===== src/rtl/core/assert_macros.svh =====
// Assertion macros shared by the RTL in this folder.
// Users must have clk and rst_n in scope; no other dependencies.
`ifndef ASSERT_MACROS_SVH
`define ASSERT_MACROS_SVH

// Property that must hold at every clock edge out of reset.
`define AST_ALWAYS(name, prop, msg) \
    name: assert property (@(posedge clk) disable iff (!rst_n) (prop)) else $error(msg);

// Same-cycle implication: ante holds, then cons holds.
`define AST_IMPLY(name, ante, cons, msg) \
    name: assert property (@(posedge clk) disable iff (!rst_n) (ante) |-> (cons)) else $error(msg);

// Next-cycle implication: ante holds, then cons holds.
`define AST_NEXT(name, ante, cons, msg) \
    name: assert property (@(posedge clk) disable iff (!rst_n) (ante) |=> (cons)) else $error(msg);

`endif


===== src/rtl/core/kil_pkg.sv =====
// Package for the keyword/identifier lexer: token kinds, keyword table,
// byte codes and the result word layout. No dependencies.
package kil_pkg;

    typedef enum logic [2:0] {
        KIND_KEYWORD = 3'd0,
        KIND_IDENT   = 3'd1,
        KIND_PUNCT   = 3'd2,
        KIND_OPER    = 3'd3,
        KIND_ERROR   = 3'd4
    } kind_t;

    localparam int KW_COUNT = 6;

    // Keyword text, first byte in the lowest byte, unused bytes zero
    localparam logic [63:0] KW_TEXT [KW_COUNT] = '{
        64'h0000_006C_6562_616C,   // label
        64'h0068_7061_7267_6964,   // digraph
        64'h0000_0054_5550_4E49,   // INPUT
        64'h0000_5455_5054_554F,   // OUTPUT
        64'h0000_0000_3244_4E41,   // AND2
        64'h0000_0000_3252_4F58    // XOR2
    };
    localparam logic [7:0] KW_LEN [KW_COUNT] = '{8'd5, 8'd7, 8'd5, 8'd6, 8'd4, 8'd4};

    localparam logic [7:0] CH_NUL        = 8'h00;
    localparam logic [7:0] CH_NEWLINE    = 8'h0A;
    localparam logic [7:0] CH_SPACE      = 8'h20;
    localparam logic [7:0] CH_QUOTE      = 8'h22;
    localparam logic [7:0] CH_MINUS      = 8'h2D;
    localparam logic [7:0] CH_SEMI       = 8'h3B;
    localparam logic [7:0] CH_EQUAL      = 8'h3D;
    localparam logic [7:0] CH_GREATER    = 8'h3E;
    localparam logic [7:0] CH_LBRACKET   = 8'h5B;
    localparam logic [7:0] CH_RBRACKET   = 8'h5D;
    localparam logic [7:0] CH_UNDERSCORE = 8'h5F;
    localparam logic [7:0] CH_LBRACE     = 8'h7B;
    localparam logic [7:0] CH_RBRACE     = 8'h7D;

    localparam logic [15:0] LINE_OUT_MAX = 16'hFFFF;

    typedef struct packed {
        kind_t       kind;
        logic [63:0] text;
        logic [7:0]  length;
        logic [15:0] line;
        logic        last;
    } token_t;

    function automatic logic is_word_byte(input logic [7:0] c);
        return (c inside {[8'h41:8'h5A]}) || (c inside {[8'h61:8'h7A]}) ||
               (c inside {[8'h30:8'h39]}) || (c == CH_UNDERSCORE);
    endfunction

endpackage


===== src/rtl/core/keyword_identifier_lexer.sv =====
// Keyword/identifier lexer top level: byte-serial tokenizer with output queue.
// Depends on kil_pkg and assert_macros.svh.
//
// Usage:
//   The slave channel (s_*) takes one text byte per word. Runs of letters,
//   digits and underscore build a word that is emitted when any other byte
//   ends it; it is tagged keyword or identifier. Brackets, braces, quote and
//   semicolon give punctuation tokens, = - > give operator tokens, space and
//   NUL are dropped, byte 10 bumps the line count, anything else is an error
//   token. One byte gives zero, one or two tokens; tlast marks the final token
//   a byte caused.
//   The master channel (m_*) carries one token per word from a 4-entry queue.
//   With an empty queue a byte's first token is on m_* the cycle after the
//   byte is accepted; a second token of the same byte follows it.
//   Throughput: one byte per cycle while s_tready is high, set by the queue
//   drain of one token per cycle; a byte that yields two tokens queues both.
//   s_tready is high while the queue holds at most two tokens, so the two
//   tokens of one byte always fit; a stalled receiver stops the input once
//   three or more tokens wait, and nothing is lost.
//   Reset (rst_n low, async) empties the queue, closes any open word and sets
//   the line count to 1.
`include "assert_macros.svh"

module keyword_identifier_lexer
    import kil_pkg::*;
#(
    parameter int MAX_CHARS = 8,     // word bytes kept, 7..8
    parameter int LINE_BITS = 16     // line counter width, 8..32
)
(
    input  logic        clk,
    input  logic        rst_n,
    input  logic        s_tvalid,
    output logic        s_tready,
    input  logic [7:0]  s_tdata,     // [7:0] ch
    output logic        m_tvalid,
    input  logic        m_tready,
    output logic [87:0] m_tdata,     // [63:0] text, [71:64] length, [87:72] line
    output logic [2:0]  m_tuser,     // [2:0] kind
    output logic        m_tlast      // last token of this input byte
);

    localparam int TEXT_W = 8 * MAX_CHARS;
    localparam int DEPTH  = 4;
    localparam int PTR_W  = $clog2(DEPTH);
    localparam int CNT_W  = $clog2(DEPTH + 1);

    // Open word and line state
    logic [TEXT_W-1:0]    word_text_reg, word_text_next;
    logic [7:0]           word_len_reg, word_len_next;
    logic [LINE_BITS-1:0] line_reg, line_next;
    logic [15:0]          line_out;

    // Output queue
    token_t           fifo_mem [DEPTH];
    logic [PTR_W-1:0] wr_ptr_reg, rd_ptr_reg, wr_ptr_inc;
    logic [CNT_W-1:0] count_reg;
    logic [1:0]       push_n;
    logic             pop;
    token_t           slot0, slot1, head;

    // Decode of the incoming byte
    logic       accept;
    logic       is_word;
    logic       has_sym;
    kind_t      sym_kind;
    logic       kw_hit;
    logic       word_open;
    token_t     word_tok, sym_tok;

    // Line shown on tokens saturates at 16 bits
    generate
        if (LINE_BITS > 16) begin : g_line_wide
            assign line_out = (|line_reg[LINE_BITS-1:16]) ? LINE_OUT_MAX : line_reg[15:0];
        end else begin : g_line_narrow
            assign line_out = 16'(line_reg);
        end
    endgenerate

    assign accept    = s_tvalid & s_tready;
    assign is_word   = is_word_byte(s_tdata);
    assign word_open = (word_len_reg != 8'd0);

    always_comb
    begin
        has_sym  = 1'b1;
        sym_kind = KIND_ERROR;
        if (s_tdata inside {CH_LBRACKET, CH_LBRACE, CH_RBRACKET, CH_RBRACE, CH_QUOTE, CH_SEMI})
        begin
            sym_kind = KIND_PUNCT;
        end
        else if (s_tdata inside {CH_EQUAL, CH_MINUS, CH_GREATER})
        begin
            sym_kind = KIND_OPER;
        end
        else if (s_tdata inside {CH_NEWLINE, CH_NUL, CH_SPACE})
        begin
            has_sym = 1'b0;
        end
    end

    always_comb
    begin
        kw_hit = 1'b0;
        for (int k = 0; k < KW_COUNT; k++)
        begin
            if (word_len_reg == KW_LEN[k] && 64'(word_text_reg) == KW_TEXT[k])
            begin
                kw_hit = 1'b1;
            end
        end
    end

    always_comb
    begin
        word_tok.kind   = kw_hit ? KIND_KEYWORD : KIND_IDENT;
        word_tok.text   = 64'(word_text_reg);
        word_tok.length = word_len_reg;
        word_tok.line   = line_out;
        word_tok.last   = ~has_sym;

        sym_tok.kind    = sym_kind;
        sym_tok.text    = 64'(s_tdata);
        sym_tok.length  = 8'd1;
        sym_tok.line    = line_out;
        sym_tok.last    = 1'b1;
    end

    // Next state of the word and line registers, plus queue writes
    always_comb
    begin
        word_text_next = word_text_reg;
        word_len_next  = word_len_reg;
        line_next      = line_reg;
        slot0          = sym_tok;
        slot1          = sym_tok;
        push_n         = 2'd0;
        if (accept)
        begin
            if (is_word)
            begin
                for (int i = 0; i < MAX_CHARS; i++)
                begin
                    if (word_len_reg == 8'(i))
                    begin
                        word_text_next[8*i +: 8] = s_tdata;
                    end
                end
                if (word_len_reg != 8'hFF)
                begin
                    word_len_next = word_len_reg + 8'd1;
                end
            end
            else
            begin
                if (word_open)
                begin
                    slot0          = word_tok;
                    push_n         = has_sym ? 2'd2 : 2'd1;
                    word_text_next = '0;
                    word_len_next  = 8'd0;
                end
                else
                begin
                    push_n = {1'b0, has_sym};
                end
                if (s_tdata == CH_NEWLINE && !(&line_reg))
                begin
                    line_next = line_reg + LINE_BITS'(1);
                end
            end
        end
    end

    always_ff @(posedge clk or negedge rst_n)
    begin
        if (!rst_n)
        begin
            word_text_reg <= '0;
            word_len_reg  <= 8'd0;
            line_reg      <= LINE_BITS'(1);
        end
        else
        begin
            word_text_reg <= word_text_next;
            word_len_reg  <= word_len_next;
            line_reg      <= line_next;
        end
    end

    // Queue: up to two writes and one read per cycle
    assign wr_ptr_inc = wr_ptr_reg + PTR_W'(1);
    assign pop        = m_tvalid & m_tready;
    assign s_tready   = (count_reg <= CNT_W'(DEPTH - 2));

    always_ff @(posedge clk)
    begin
        if (push_n != 2'd0)
        begin
            fifo_mem[wr_ptr_reg] <= slot0;
        end
        if (push_n == 2'd2)
        begin
            fifo_mem[wr_ptr_inc] <= slot1;
        end
    end

    always_ff @(posedge clk or negedge rst_n)
    begin
        if (!rst_n)
        begin
            wr_ptr_reg <= '0;
            rd_ptr_reg <= '0;
            count_reg  <= '0;
        end
        else
        begin
            wr_ptr_reg <= wr_ptr_reg + PTR_W'(push_n);
            if (pop)
            begin
                rd_ptr_reg <= rd_ptr_reg + PTR_W'(1);
            end
            count_reg <= count_reg + CNT_W'(push_n) - CNT_W'(pop);
        end
    end

    assign head     = fifo_mem[rd_ptr_reg];
    assign m_tvalid = (count_reg != '0);
    assign m_tdata  = {head.line, head.length, head.text};
    assign m_tuser  = head.kind;
    assign m_tlast  = head.last;

    // Checks
    `AST_ALWAYS(a_fifo_bound, count_reg <= CNT_W'(DEPTH), "token queue overfilled")
    `AST_IMPLY(a_word_first_byte, word_len_reg != 8'd0, word_text_reg[7:0] != 8'd0, "open word has empty first byte")
    `AST_NEXT(a_line_step, accept && s_tdata == CH_NEWLINE && !(&line_reg), line_reg == LINE_BITS'($past(line_reg) + LINE_BITS'(1)), "line count did not advance")

endmodule

===== config.mk =====
export PLATFORM = sky130hd
export DESIGN_NAME = keyword_identifier_lexer
export DESIGN_NICKNAME = d
export VERILOG_FILES = /design/src/rtl/core/kil_pkg.sv /design/src/rtl/core/keyword_identifier_lexer.sv
export VERILOG_INCLUDE_DIRS = /design/src /design/src/rtl/core
export SDC_FILE = /design/constraint.sdc
export NUM_CORES = 1
export LEC_CHECK = 0
export ABC_AREA = 1
export BUFFER_PORTS_ARGS = -buffer_cell sky130_fd_sc_hd__buf_2
export CAP_MARGIN = 20
export CORE_UTILIZATION = 30
export DETAILED_ROUTE_END_ITERATION = 16
export PLACE_DENSITY = 0.54
export SYNTH_ARGS = -nofsm -noshare
export SYNTH_HDL_FRONTEND = slang
export SYNTH_SLANG_ARGS = --single-unit

===== constraint.sdc =====
create_clock -name clk -period 5 [get_ports clk]
set_input_delay 1 -clock clk [delete_from_list [all_inputs] [get_ports clk]]
set_output_delay 1 -clock clk [all_outputs]
set_load 0.03 [all_outputs]

# Word level (Yosys, flattened, before mapping)
# Memories as Yosys holds them, arrays and structs flattened.
# Index checks and enable logic that the tools add are counted.
[word_totals] register_bits=95 latch_bits=0 mem_bits_rw=368 rom_bits=0 inputBits=12 out_inout_bits=94 wordCells=138 n_memories=1
[op_classes] add_sub_neg=7 multipliers=0 n_div=0 magnitude_cmp=7 n_eq_ne=36 shift=0 mux=36 n_bitwise=4 reduce_logical=34
[memory_table] memory="fifo_mem" words=4 width=92 rd=1 rd_ports_with_merged_regs=0 wr=2 line="keyword_identifier_lexer.sv:55" rtl="token_t fifo_mem [DEPTH];"
[ops] cell="$mux W92" count=3
[ops] cell="$eq A64 B30 Y1 const B" count=2
[ops] cell="$eq A64 B39 Y1 const B" count=2
[ops] cell="$mux W64" count=2
[ops] cell="$mux W8" count=11
[ops] cell="$eq A64 B47 Y1 const B" count=1
[ops] cell="$eq A64 B55 Y1 const B" count=1
[ops] cell="$eq A8 B6 Y1 const B" count=6
[ops] cell="$eq A8 B7 Y1 const B" count=5
[ops] cell="$eq A8 B3 Y1 const B" count=4
[ops] cell="$reduce_and A3 Y1" count=10
[ops] cell="$ne A2 B1 Y1 const B" count=9
[ops] cell="$add A16 B1 Y16 const B" count=1
[ops] cell="$eq A8 B2 Y1 const B" count=2
[ops] cell="$ge A8 B7 Y1 const B" count=2
[ops] cell="$le A8 B7 Y1 const B" count=2
[ops] cell="$logic_not A8 Y1" count=2
[ops] cell="$reduce_and A16 Y1" count=1
[ops] cell="$mux W1" count=14
[ops] cell="$logic_and A1 B1 Y1" count=10
[ops] cell="$reduce_bool A3 Y1" count=3
[ops] cell="$add A8 B1 Y8 const B" count=1
[ops] cell="$eq A8 B1 Y1 const B" count=1
[ops] cell="$eq A8 B4 Y1 const B" count=1
[ops] cell="other kinds (18)" count=28

# Depth between registers and ports, before layout
# Gate-level depths: netlist (run 1).
[logic_depth] ltp_word=12 mapped_depth=17 mapped_depth_nobuf=16

# Worst setup path after synthesis (run 1)
# OpenSTA, ideal clock, no wires.
[synth_timing] kind="input to register" start="input port s_tdata[1]" end="memory fifo_mem[3][3] (netlist name) (data pin)" setup_ps=258 t_arrival_ps=3363 required_ps=4742 setup_slack_ps=1379 stages=11 path_buffers=2 path_cell_list="buf_2 > nand2_1 > nor3_1 > nand3_1 > o21a_1 > ha_1 > o2111ai_1 > nand2_1 > inv_2 > buf_2 > nor2_1"
[synth_lines] element="start, declared" line="keyword_identifier_lexer.sv:35" rtl="input logic [7:0] s_tdata,"
[synth_lines] element="end, declared" line="keyword_identifier_lexer.sv:55"

# Worst setup path after layout (run 1)
[layout_timing] start="register rd_ptr_reg[1]" end="output port m_tdata[6]"
[layout_via] elab_chain_len=1
[layout_rtl] element="start, declared" line="keyword_identifier_lexer.sv:56" rtl="logic [PTR_W-1:0] wr_ptr_reg, rd_ptr_reg, wr_ptr_inc;"
[layout_rtl] element="start signal, assigned" line="keyword_identifier_lexer.sv:221" rtl="rd_ptr_reg <= rd_ptr_reg + PTR_W'(1);"
[layout_rtl] element="$mem_v2 Z4 W92"
[layout_rtl] element="end, declared" line="keyword_identifier_lexer.sv:38" rtl="output logic [87:0] m_tdata,"
# No other way between the ends.

==> results of run 1 <==
-- worst reg2reg max path, delay by kind of cell, from the launching register on --
family | cells | cell delay, ns
buf+inv | 4 | 1.40
fa+ha+maj | 1 | 0.46
compound gates | 1 | 0.22
flops | 1 | 0.42
simple gates | 4 | 0.84
-- kinds of logic after synthesis --
| kind of cell | count (synthesis) |
|---|---|
| DFF | 463 |
| buffers and inverters | 430 |
| xor gates and xnor gates | 21 |
| AOI/OAI and AO/OA | 413 |
| adders and majority gates | 11 |
| and+or+nand+nor | 1669 |
-- power by group through the flow --
stage	sequential, uW	combinational [uW]	clock [uW]
final	5380	6730	3860
after global routing	5500	7390	4070
after CTS	5370	6780	3930
after detailed placement	5440	6760	0
after global placement	5430	6740	0
after floorplan	5210	4710	0
-- synthesized netlist by cell type, types with 2 or more instances --
| library cell | count | area (sq um) |
|---|---|---|
| a21oi_1 | 12 | 60.1 |
| a31oi_1 | 2 | 12.5 |
| buf_1 | 7 | 26.3 |
| buf_2 | 74 | 370 |
| buf_4 | 7 | 52.6 |
| buf_6 | 7 | 78.8 |
| clkbuf_1 | 107 | 402 |
| clkinv_1 | 3 | 11.3 |
| dfrtp_1 | 94 | 2350 |
| dfxtp_1 | 260 | 5200 |
| edfxtp_1 | 108 | 3240 |
| ha_1 | 10 | 125 |
| inv_1 | 211 | 792 |
| inv_2 | 14 | 52.6 |
| nand2_1 | 675 | 2530 |
| nand2_2 | 4 | 25.0 |
| nand3_1 | 283 | 1420 |
| nand3b_1 | 2 | 15.0 |
| nand4_1 | 80 | 500 |
| nor2_1 | 594 | 2230 |
| nor2_2 | 2 | 12.5 |
| nor3_1 | 19 | 95.1 |
| nor4_1 | 3 | 18.8 |
| o211ai_1 | 3 | 22.5 |
| o21ai_0 | 279 | 1400 |
| o21ai_1 | 20 | 100 |
| o22ai_1 | 92 | 576 |
| or2_2 | 4 | 25.0 |
| xnor2_1 | 2 | 17.5 |
| xor2_1 | 19 | 166 |
-- path summary, 6_finish.rpt --
check                                 from                 to  slack [ns]  depth (start not counted)
max                          rd_ptr_reg[1]         m_tdata[6]        0.67                          4
min                                  rst_n        line_out[3]        0.42                          1
max reg2reg                word_len_reg[5]    fifo_mem[2][31]        1.40                         10
min reg2reg                fifo_mem[2][20]    fifo_mem[2][20]        0.46                          2
max in group asynchronous            rst_n  word_text_reg[61]        3.68                          2
min in group clk           fifo_mem[2][20]    fifo_mem[2][20]        0.46                          2
-- cell type report --
cell class,count,share of cell area
sequential,463,0.432
tap,959,0.0478
antenna,5,0.000499
clock buffer,74,0.0613
clock inverter,21,0.00713
multi-input combinational,2114,0.381
timing repair buffer,146,0.0358
inverter,228,0.0342
-- metrics by stage --
stage	hold slack, ns	cells
global placement	0.448	3910
detailed placement	0.452	3910
finish	0.422	4010
CTS	0.430	4005
floorplan	0.436	3007
global route	0.469	4009
-- per-layer routing --
layer  vias to the layer above  track usage  wire length [um]
li1                       9811            -                 -
met1                      9426        0.259             32600
met2                       566        0.311             33200
met3                       103       0.0298              4430
met4                         2       0.0638              1830
met5                         -            0                 8
==> impl_metrics.yaml, run 1 <==
yosys:
  ys_warn_count: 0
  synth_cells: 3007
  ys_types: 40
  ys_seq_elements: 463
  synthMuxAreaShare: 0
  synth_flop_cell: "dfxtp_1"
  synth-adder-area-share: 0.00658
  async_flop_share: 0.205
  synth_edf_count: 108
  synth_top_family_by_area: "simple AND/OR/NAND/NOR gates"
  syn_area_per_cell_sq_um: 7.34
  ys_seq_area_frac: 0.491
  synthXorXnorAreaFrac: 0.00834
  synthSimpleGateAreaFrac: 0.313
  synth_compound_area_frac: 0.100
  synth_area_sq_um: 22100
  syn_nets: 3030
pwr:
  p_int_uw: 8810
  switching_share: 0.448
  vdd.ir_drop.worst_mv: 0.497
  finalPower_uw: 16000
  power.density_nw_per_um2: 636
  switching_power_uw: 7150
  p_seq_frac: 0.337
  combinationalPowerShare: 0.422
  pwr-share-clk: 0.242
  p_leak_uw: 0.0117
placement:
  post-place-ws_ns: 0.921
  placed_cell_area_sq_um: 23400
  hpwl_mm: 43.3
  place.gp.congestion: 0.869
  numPortBuffers: 105
detailed_routing:
  finalWirelength_mm: 72.1
  wl_per_cell_um: 18.0
  vias: 19900
  drt_pass1_iterations: 6
  drc_errors: 0
  drt_iter0_drc: 1708
  via_per_inst: 4.96
  ant_nets: 0
finish:
  fill_cells: 7794
  final_common_cell: "nand2_1"
  seq_area_sq_um: 10800
  largest_reg_flops: 368
  drive_above_1_share: 0.0903
  most-common-layout-cells: "nand2_1, nor2_1, o21ai_0"
  syn2layout_area_growth_pct: 13.7
  nNetsFinal: 3027
  multiInputGateArea_sq_um: 9560
  final_core_util: 0.344
  design_area_sq_um: 25100
sta:
  hold_viol_final: 0
  rsz0062_at_grt: "false"
  report.final.slew_viol_count: 0
  finalClockSkew_ns: 0.0271
  timing.max_slew.rel_slack: 0.237
  fin_crit_sh: 0.866
  worstMarginPinSlew_ns: 1.14
  max_freq_mhz: 231
  setup-tns-final_ns: 0
  fin_crit_ns: 4.33
  setup_viol: 0
  finalWorstSetupSlack_ns: 0.669
setup_path:
  max_stage_delay_ns: 0.82
  crit_path_cell_trace: "buf_4 > o21ai_0 > o22ai_1 > buf_2"
  slowest_stage: "buf_4"
  crit_type: "reg -> out"
  crit_fanout: 76
  crit_family: "buffers and inverters"
  arrival_ns: 3.33
  path_buf_inv: 2
  critPathRequiredTime_ns: 4.00
  cp-start-kind: "flop"
  end_kind: "output pin"
clock_network:
  cts_setup_buffers: 0
  cts_root_buffer: "clkbuf_16"
  clock_latency_ns: 0.61
  cts_tree: "yes"
  clk_path_buf_depth: 3
  cts.clk_slew.worst_paths_ns: 0.06
  cts_resized: 0
  ctsHoldBuffers: 0
  cts_max_level: 2
  numCtsBuffers: 51
  cts.sinks: 463
grt:
  antenna_found_initial: 8
  grt_usage: 0.192
  grt_max_degree: 164
  grt_pass1_wl_mm: 112
  first_global_vias: 18900
  overflow: 0
floorplanning:
  ios: 106
  start_util: 0.303
  fp.coreArea_sq_um: 72800
  rows: 99
  dieArea_sq_um: 74600
  dieWidth_um: 273
  die_y_um: 273
min_path:
  hold_class: "in -> async"
run:
  cap_violations: 0
status:
  status: "complete, no violations"
Note: power is estimated with default switching activity, not from simulation.
==> run 2: changes to the inputs <==
CAP_MARGIN = 30   (was 20)
clock period = 5.2 ns   (was 5 ns; I/O delays follow)
==> run 2 against run 1 <==
  * Register-to-register slack gained 0.22 ns
  * Clock power fell by 6.5%
  * Combinational power is 3.6% lower
  * Largest cell class unchanged
  * Sequential cell count is the same
  * Clock skew rose by 0.0063 ns
  * Clock-buffer cell count grew 2
  * Critical path type unchanged
  * Power fell by 4.3%
  * First-iteration DRC count decreased by 5.2%
  * Sequential share of layout area down 0.14 points
==> impl_metrics.yaml, run 2 (synthesized netlist as in run 1, its figures left out) <==
status:
  status: "complete, no violations"
finish:
  nNetsFinal: 3034
  syn2layout_area_growth_pct: 14.0
  drive_above_1_share: 0.0930
  final_common_cell: "nand2_1"
  largest_reg_flops: 368
  most-common-layout-cells: "nand2_1, nor2_1, o21ai_0"
sta:
  finalClockSkew_ns: 0.0334
  timing.max_slew.rel_slack: 0.348
  hold_ws_ns: 0.461
  setup_viol: 0
  hold_viol_final: 0
  report.final.slew_viol_count: 0
  fin_crit_sh: 0.819
  setup-tns-final_ns: 0
  rsz0062_at_grt: "false"
  worstMarginPinSlew_ns: 0.972
  fin_crit_ns: 4.26
  max_freq_mhz: 235
detailed_routing:
  drt_pass1_iterations: 6
  wl_per_cell_um: 17.9
  ant_nets: 0
  drc_errors: 0
  via_per_inst: 4.96
  vias: 19900
  finalWirelength_mm: 71.9
  drt_iter0_drc: 1619
placement:
  place.gp.congestion: 0.901
  numPortBuffers: 105
  hpwl_mm: 44.3
grt:
  grt_pass1_wl_mm: 112
  grt_max_degree: 78
  overflow: 0
  grt_usage: 0.191
  antenna_found_initial: 5
  first_global_vias: 18600
clock_network:
  cts_resized: 0
  cts_root_buffer: "clkbuf_16"
  cts_setup_buffers: 0
  numCtsBuffers: 51
  clock_latency_ns: 0.61
  cts.sinks: 463
  cts_tree: "yes"
  clk_path_buf_depth: 3
  cts.clk_slew.worst_paths_ns: 0.06
  cts_max_level: 2
  ctsHoldBuffers: 0
setup_path:
  crit_path_cell_trace: "inv_4 > o21ai_0 > o22ai_1 > buf_2"
  crit_fanout: 77
  arrival_ns: 3.22
  crit_type: "reg -> out"
  max_stage_delay_ns: 0.77
  critPathRequiredTime_ns: 4.16
  end_kind: "output pin"
  slowest_stage: "inv_4"
  cp-start-kind: "flop"
floorplanning:
  die_y_um: 273
  ios: 106
  dieArea_sq_um: 74600
  dieWidth_um: 273
  fp.coreArea_sq_um: 72800
  rows: 99
  start_util: 0.303
min_path:
  hold_class: "reg -> reg"
pwr:
  p_leak_uw: 0.0117
  vdd.ir_drop.worst_mv: 0.425
  finalPower_uw: 15300
  power.density_nw_per_um2: 607
run:
  cap_violations: 0
[run 2: changes by cell type in the layout (fill, tap and decap cells not counted), sizes merged]
cell	previous run	this run
clkbuf	74	76
buf	146	153
bufinv	2	0
diode	5	3
clkinv	17	18
[run 2: stage by stage]
| step | cell area (sq um) | setup WS, ns | cells | util |
|---|---|---|---|---|
| 5_1_grt | 25200 | 0.797 | 4014 | 0.345 |
| 4_1_cts | 25100 | 0.947 | 4010 | 0.344 |
| 3_5_place_dp | 23400 | 0.998 | 3914 | 0.321 |
| 2_1_floorplan | 22100 | 1.54 | 3007 | - |
| 3_3_place_gp | 23400 | 1.08 | 3914 | 0.321 |
| 6_report | 25200 | 0.941 | 4016 | 0.345 |
[run 2: path summary, 6_finish.rpt]
kind | start | to | slack, ns | depth (start not counted)
setup / recovery | rd_ptr_reg[0] | m_tuser[0] | 0.94 | 4
hold / removal | fifo_mem[2][24] | fifo_mem[2][24] | 0.46 | 2
setup reg to reg | word_len_reg[6] | fifo_mem[2][90] | 1.62 | 10
hold reg to reg | fifo_mem[2][24] | fifo_mem[2][24] | 0.46 | 2
max in group asynchronous | rst_n | word_text_reg[31] | 3.64 | 2
min in group asynchronous | rst_n | line_out[3] | 0.50 | 1
[run 2: power breakdown]
| part | internal (uW) | switching, uW | leakage [uW] |
|---|---|---|---|
| logic | 1770 | 4720 | 0.00648 |
| clock network | 2060 | 1550 | 0.000835 |
| registers | 4580 | 597 | 0.00439 |
| total | 8410 | 6870 | 0.0117 |
[run 2: routing by layer]
| metal | global-route usage | up-vias | routed length (um) |
|---|---|---|---|
| met4 | 0.0645 | 2 | 2090 |
| met3 | 0.0269 | 114 | 4380 |
| met2 | 0.307 | 614 | 33200 |
| li1 | - | 9817 | - |
| met5 | 0 | - | 12 |
| met1 | 0.264 | 9355 | 32300 |
[run 2: worst max-delay path: cells and delay by family, from the launching register on]
kind | cells | cell delay [ns]
DFF | 1 | 0.73
buffers and inverters | 2 | 1.08
AOI/OAI and AO/OA | 2 | 0.75
[run 2: layout make-up]
class                      count  area, sq um
clock inverter                20          128
clock buffer                  76         1540
timing repair buffer         153         1030
tap                          959         1200
fill                        7873        47700
multi-input combinational   2114         9560
inverter                     228          858
sequential                   463        10800
antenna                        3         7.51
